### src/hdl/grs_pkg.sv
package grs_pkg;

	localparam int VAL_W = 32;
	localparam int GS_W  = 5;

	localparam logic [GS_W-1:0] GS_RESET = GS_W'(1);

	// controller to datapath
	typedef struct packed {
		logic accept;
		logic rd;
		logic adv;
	} grs_cmd_t;

	// datapath to controller
	typedef struct packed {
		logic emit;
		logic run_end;
	} grs_sts_t;

endpackage

### src/hdl/group_reverse_stream_unit.sv
// Group reverse stream: values arrive one beat at a time and are held in a
// MAX_GROUP-entry buffer until group_size of them are collected, then the
// group leaves reversed; a sequence that ends (last_item) on a partial group
// sends the remainder in arrival order. group_size is clamped to 1..MAX_GROUP
// and should be written between sequences. A beat that starts a run
// of results blocks the input until the run is drained: each result is
// read from the buffer into the read register and then offered as an
// output beat from that register, which holds while out_ready is low.
module group_reverse_stream_unit import grs_pkg::*; #(
	parameter int MAX_GROUP = 16
) (
	input  logic                    clk,
	input  logic                    arst_n,
	input  logic                    cfg_valid,
	output logic                    cfg_ready,
	input  logic [GS_W-1:0]         cfg_data,
	input  logic                    in_valid,
	output logic                    in_ready,
	input  logic signed [VAL_W-1:0] value,
	input  logic                    last_item,
	output logic                    out_valid,
	input  logic                    out_ready,
	output logic signed [VAL_W-1:0] value_res,
	output logic                    last_of_run,
	output logic                    end_of_sequence
);

	grs_cmd_t cmd;
	grs_sts_t sts;
	logic     cfg_we;

	assign cfg_ready = 1'b1;
	assign cfg_we    = cfg_valid && cfg_ready;

	grs_ctrl u_ctrl (
		.clk       (clk),
		.arst_n    (arst_n),
		.in_valid  (in_valid),
		.in_ready  (in_ready),
		.out_valid (out_valid),
		.out_ready (out_ready),
		.sts       (sts),
		.cmd       (cmd)
	);

	grs_dp #(
		.MAX_GROUP (MAX_GROUP)
	) u_dp (
		.clk             (clk),
		.arst_n          (arst_n),
		.cfg_we          (cfg_we),
		.cfg_data        (cfg_data),
		.value           (value),
		.last_item       (last_item),
		.cmd             (cmd),
		.sts             (sts),
		.value_res       (value_res),
		.last_of_run     (last_of_run),
		.end_of_sequence (end_of_sequence)
	);

endmodule

### src/hdl/grs_ctrl.sv
module grs_ctrl import grs_pkg::*; (
	input  logic     clk,
	input  logic     arst_n,
	input  logic     in_valid,
	output logic     in_ready,
	output logic     out_valid,
	input  logic     out_ready,
	input  grs_sts_t sts,
	output grs_cmd_t cmd
);

	typedef enum logic [2:0] {
		S_IDLE = 3'b001,
		S_RD   = 3'b010,
		S_OUT  = 3'b100
	} state_t;

	state_t state_q;
	state_t state_d;

	assign in_ready  = (state_q == S_IDLE);
	assign out_valid = (state_q == S_OUT);

	assign cmd.accept = in_valid && in_ready;
	assign cmd.rd     = (state_q == S_RD);
	assign cmd.adv    = out_valid && out_ready;

	always_comb begin
		state_d = state_q;
		case (state_q)
			S_IDLE: begin
				if (cmd.accept && sts.emit) state_d = S_RD;
			end
			S_RD: begin
				state_d = S_OUT;
			end
			S_OUT: begin
				// drop back to idle after the final beat of the run
				if (out_ready) state_d = sts.run_end ? S_IDLE : S_RD;
			end
			default: begin
				state_d = S_IDLE;
			end
		endcase
	end

	always_ff @(posedge clk or negedge arst_n) begin
		if (!arst_n) begin
			state_q <= S_IDLE;
		end else begin
			state_q <= state_d;
		end
	end

`ifndef NO_ASSERTIONS
	a_no_overlap: assert property (@(posedge clk) disable iff (!arst_n)
		!(in_ready && out_valid))
		else $error("input taken while a result is pending");

	a_rd_then_out: assert property (@(posedge clk) disable iff (!arst_n)
		cmd.rd |=> out_valid)
		else $error("buffer read not followed by a result beat");

	a_run_end_idle: assert property (@(posedge clk) disable iff (!arst_n)
		(cmd.adv && sts.run_end) |=> in_ready)
		else $error("controller not idle after end of run");
`endif

endmodule

### src/hdl/grs_dp.sv
module grs_dp import grs_pkg::*; #(
	parameter int MAX_GROUP = 16
) (
	input  logic                    clk,
	input  logic                    arst_n,
	input  logic                    cfg_we,
	input  logic [GS_W-1:0]         cfg_data,
	input  logic signed [VAL_W-1:0] value,
	input  logic                    last_item,
	input  grs_cmd_t                cmd,
	output grs_sts_t                sts,
	output logic signed [VAL_W-1:0] value_res,
	output logic                    last_of_run,
	output logic                    end_of_sequence
);

	localparam int CW = $clog2(MAX_GROUP + 1);
	localparam int AW = (MAX_GROUP > 1) ? $clog2(MAX_GROUP) : 1;
	localparam int KW = (CW > GS_W) ? CW : GS_W;

	logic signed [VAL_W-1:0] mem [MAX_GROUP];

	logic [GS_W-1:0]         group_size_q;
	logic [CW-1:0]           fill_q;
	logic [CW-1:0]           rem_q;
	logic [AW-1:0]           pos_q;
	logic                    rev_q;
	logic                    seq_end_q;
	logic                    run_end_q;
	logic signed [VAL_W-1:0] rd_data_q;

	logic                    store;
	logic [CW-1:0]           fill_n;
	logic [KW-1:0]           gs_ext;
	logic [KW-1:0]           k_eff;
	logic                    full_grp;

	assign store  = (fill_q < CW'(MAX_GROUP));
	assign fill_n = store ? (fill_q + CW'(1)) : fill_q;

	// clamp group size to 1..MAX_GROUP
	always_comb begin
		gs_ext = KW'(group_size_q);
		if (gs_ext == '0) begin
			k_eff = KW'(1);
		end else if (gs_ext > KW'(MAX_GROUP)) begin
			k_eff = KW'(MAX_GROUP);
		end else begin
			k_eff = gs_ext;
		end
	end

	assign full_grp    = (KW'(fill_n) >= k_eff);
	assign sts.emit    = full_grp || last_item;
	assign sts.run_end = run_end_q;

	always_ff @(posedge clk) begin
		if (cmd.accept && store) mem[fill_q[AW-1:0]] <= value;
		if (cmd.rd) rd_data_q <= mem[pos_q];
	end

	always_ff @(posedge clk or negedge arst_n) begin
		if (!arst_n) begin
			group_size_q <= GS_RESET;
			fill_q       <= '0;
			rem_q        <= '0;
			pos_q        <= '0;
			rev_q        <= 1'b0;
			seq_end_q    <= 1'b0;
			run_end_q    <= 1'b0;
		end else begin
			if (cfg_we) group_size_q <= cfg_data;
			if (cmd.accept) begin
				if (sts.emit) begin
					// start a run: reversed for a full group, in order for a tail
					fill_q    <= '0;
					rem_q     <= fill_n;
					rev_q     <= full_grp;
					seq_end_q <= last_item;
					pos_q     <= full_grp ? AW'(fill_n - CW'(1)) : '0;
				end else begin
					fill_q <= fill_n;
				end
			end
			if (cmd.rd) run_end_q <= (rem_q == CW'(1));
			if (cmd.adv) begin
				rem_q <= rem_q - CW'(1);
				pos_q <= rev_q ? (pos_q - AW'(1)) : (pos_q + AW'(1));
			end
		end
	end

	assign value_res       = rd_data_q;
	assign last_of_run     = run_end_q;
	assign end_of_sequence = run_end_q && seq_end_q;

`ifndef NO_ASSERTIONS
	a_fill_bound: assert property (@(posedge clk) disable iff (!arst_n)
		fill_q < CW'(MAX_GROUP))
		else $error("fill count reached buffer depth");

	a_rd_pending: assert property (@(posedge clk) disable iff (!arst_n)
		cmd.rd |-> (rem_q != '0))
		else $error("buffer read with no result left in the run");
`endif

endmodule

### config.mk
export PLATFORM = sky130hd
export DESIGN_NAME = group_reverse_stream_unit
export DESIGN_NICKNAME = d
export VERILOG_FILES = /design/src/hdl/grs_pkg.sv /design/src/hdl/group_reverse_stream_unit.sv /design/src/hdl/grs_ctrl.sv /design/src/hdl/grs_dp.sv
export SDC_FILE = /design/constraint.sdc
export NUM_CORES = 1
export LEC_CHECK = 0
export BUFFER_PORTS_ARGS = -buffer_cell sky130_fd_sc_hd__buf_2
export CAP_MARGIN = 40
export CORE_MARGIN = 5
export CORE_UTILIZATION = 37
export CTS_BUF_LIST = sky130_fd_sc_hd__clkbuf_16
export DETAILED_ROUTE_END_ITERATION = 6
export HOLD_SLACK_MARGIN = 0.03
export PLACE_DENSITY = 0.51
export SYNTH_ARGS = -nofsm -noshare
export SYNTH_HDL_FRONTEND = slang
export SYNTH_SLANG_ARGS = --single-unit
### constraint.sdc
create_clock -name clk -period 7.4 [get_ports clk]
set_clock_uncertainty 0.15 [all_clocks]
set_input_delay 2.22 -clock clk [delete_from_list [all_inputs] [get_ports clk]]
set_output_delay 2.22 -clock clk [all_outputs]
set_load 0.1 [all_outputs]
==> reports/results.tsv <==
stage	metric	value	unit
yosys	Synth Flop Type	edfxtp_1	
cts	CTS Sinks	569	
yosys	number of flops mapped to enable cells by yosys	544	
hold_path	hold crit path type	flop to flop	
cts	setup bufs post-CTS	0	
yosys	post-synthesis average cell area	23.5	um2
floorplan	die height	253	um
yosys	main combinational cell family by area after synthesis	multiplexers	
floorplan	IO Pins	80	
critical_path	reg-to-reg slack, setup	4.07	ns
timing	Tmin final	4.46	ns
global_routing	antenna violations before repair	0	
place	DPL Wire Length	28500	um
run_status	status	completed	
detailed_routing	via count	9580	
pwr	Psw	2.34	mW
cts	post_cts resized	0	
timing	Max-Slew Margin vs Limit	48.2	%
timing	hold_ws	0.366	ns
pwr	combinational group share of total power	20.7	%
place	PortBufs	78	
global_routing	vias in the first global route	10291	
critical_path	WP buf/inv	3	
detailed_routing	Vias/cell	5.11	
finish	n_diodes	0	
critical_path	critical path's slowest cell	dfrtp_1	
pwr	switch share	27.8	%
run	Max-Cap Viols	0	
cts	TritonCTS clock tree	done	
finish	post-layout util	43.0	%
timing	fmax	224	MHz
floorplan	initial core utilization	37.2	%
timing	RSZ-0062 raised after global routing	no	
yosys	post-synthesis sequential area ratio	77.5	%
critical_path	data required time at the worst endpoint	5.03	ns
floorplan	Core Area	58800	um2
pwr	sequential power share	47.1	%
pwr	Worst VDD drop	185	uV
critical_path	critical path class	flop to output pin	
timing	fin. max-slew vios	0	
timing	slew of the pin with the lowest slew margin	0.776	ns
critical_path	Worst Path Arrival	2.09	ns
critical_path	delay-heaviest family, CP	buffers and inverters	
yosys	Unique masters post-synth	53	
critical_path	max incr delay on CP	0.46	ns
global_routing	largest net degree at the start of global routing	48	
global_routing	gr usage total	14.0	%
critical_path	Critical Path Source Type	flop	
timing	final hold vios	0	
timing	setup TNS	0	ns
detailed_routing	Residual DRC	0	
pwr	leakage	8.02	nW
critical_path	crit path capture type	output pin	
yosys	post-synthesis net count	991	
place	gp weighted congestion	0.704	
pwr	pwr dens	332	nW/um2
timing	period utilization	60.3	%
pwr	Cell Int Power	6.06	mW
critical_path	most used cell, CP	inv_1	
detailed_routing	DRT antenna net count	0	
finish	Final nets	1111	
pwr	Clk pwr share	32.1	%
cts	clk buf depth	3	
yosys	Seq cells post-synth	569	
global_routing	overflow left after global routing	0	
floorplan	Rows	89	
floorplan	Die Wd	253	um
yosys	Yosys Warn Count	0	
timing	Final setup viols	0	
critical_path	critical path, cell by cell	inv_1, or3_1, inv_1, buf_2	
cts	Max H-tree Level	2	
finish	layout cells sized above 1	33.9	%
yosys	post-synthesis async set-or-reset flop share	4.39	%
detailed_routing	Routed WL per cell	23.7	um
finish	area grow syn2layout	15.5	%
detailed_routing	number of iterations in the first detailed-routing pass	4	
floorplan	die area	64100	um2
global_routing	global-route wire length before repair	67500	um
detailed_routing	final wirelength	44400	um
detailed_routing	initial DRC count	666	
cts	TritonCTS Buffers	58	
yosys	XOR/XNOR share of the synthesized area	0.360	%
cts	cts hold-fix bufs	0	
critical_path	CP Max Fanout	6	
yosys	adder-cell share of the synthesized area	0.892	%
yosys	synthesized cell area	21900	um2
cts	clock root buffer	clkbuf_16	
finish	FILL cells	5110	
yosys	Simple-Gate Fraction of Synth Area	1.88	%
yosys	post-synthesis compound-gate area fraction	1.26	%
cts	Worst-Skew Late Latency	0.61	ns
yosys	multiplexer area fraction after synthesis	16.7	%
yosys	Syn Inst Count	933	
cts	CTS clk-pin slew, worst paths	0.06	ns
[metal layers]
layer | global-route usage, % | wire length, um
met5 | 0 | 0
met3 | 2.11 | 1510
met2 | 22.9 | 21900
met4 | 3.96 | 940
met1 | 19.9 | 20100
[Yosys cell counts, types with 5 or more instances]
master    instances  area (um2)
a21oi_1           8        40.0
and2_1           14        87.6
and3_1            6        37.5
buf_1             9        33.8
buf_2             6        30.0
buf_6             8        90.1
clkbuf_1         17        63.8
dfrtp_1          23         576
edfxtp_1        544       16300
ha_1             14         175
inv_1            14        52.6
mux4_2          160        3600
nand2_1          15        56.3
nor2_1           16        60.1
nor3_1            8        40.0
o21ai_0           5        25.0
o31ai_1           5        37.5
xnor2_1           5        43.8
[cell families after synthesis]
kind of cell               count (synthesis)
adders and majority gates                 15
muxes                                    165
and+or+nand+nor                           77
buffers and inverters                     58
DFF                                      569
other                                      1
xor gates and xnor gates                   9
AOI/OAI and AO/OA                         39
[placed cells by master (no fill, tap or decap), types with 5 or more instances in the layout]
cell type	instances
clkinv_2	13
xnor2_1	5
ha_1	14
o31ai_1	5
nand2_1	15
buf_12	12
o21ai_0	5
a21oi_1	8
clkinv_1	17
nor3_1	8
edfxtp_1	544
mux4_2	160
nor2_1	15
buf_16	7
inv_1	26
and2_2	12
buf_4	7
clkbuf_16	59
buf_2	78
dfrtp_1	19
[layout make-up]
cell class                      instances  area (um2)  area share [%]
Sequential cell                       569       17000            67.1
Timing Repair Buffer                  104         876            3.46
Clock buffer                           59        1480            5.84
Tap cell                              773         967            3.82
Inverter                               14        52.6           0.208
Multi-Input combinational cell        306        4650            18.4
Clock inverter                         49         290            1.15
[flip-flops by register name, indices dropped and copies added, names as in the netlist]
register,count
u_dp.mem,512
u_dp.value_res,32
u_dp.fill_q,5
u_dp.group_size_q,5
u_dp.rem_q,5
u_dp.pos_q,4
u_ctrl.state_q,3
u_dp.last_of_run,1
u_dp.rev_q,1
u_dp.seq_end_q,1
[path summary, 6_finish.rpt]
check / from / endpoint / depth (start not counted)
max: u_ctrl.state_q[2] / out_valid / 4
min: u_dp.seq_end_q / u_dp.seq_end_q / 2
min in group asynchronous: arst_n / u_dp.group_size_q[1] / 1
max reg2reg: u_dp.fill_q[0] / u_dp.rem_q[3] / 9
min reg2reg: u_dp.seq_end_q / u_dp.seq_end_q / 2
max in group asynchronous: arst_n / u_dp.pos_q[0] / 1
[tightest hold or removal path: cells and delay by family, from the launching register on]
| family | cells | cell delay, ns |
|---|---|---|
| flops | 1 | 0.34 |
| compound gates | 1 | 0.08 |
| simple gates | 1 | 0.07 |
[metrics by stage]
stage / power [mW] / std cells / instance area (um2) / setup WS (ns)
floorplan: 5.26 / 933 / 21900 / 2.03
global placement: 5.75 / 1747 / 23100 / 2.72
detailed placement: 5.82 / 1766 / 23500 / 2.78
CTS: 8.55 / 1874 / 25300 / 2.91
global route: 8.78 / 1874 / 25300 / 2.84
finish: 8.40 / 1874 / 25300 / 2.94
[power groups by stage]
stage	clock [mW]	sequential [mW]	combinational (mW)
3_5_place_dp	0	4.03	1.79
3_3_place_gp	0	4.07	1.68
4_1_cts	2.79	3.96	1.79
2_1_floorplan	0	4.12	1.14
5_1_grt	2.92	3.98	1.88
6_report	2.70	3.96	1.74
(Power assumes the default switching activity.)
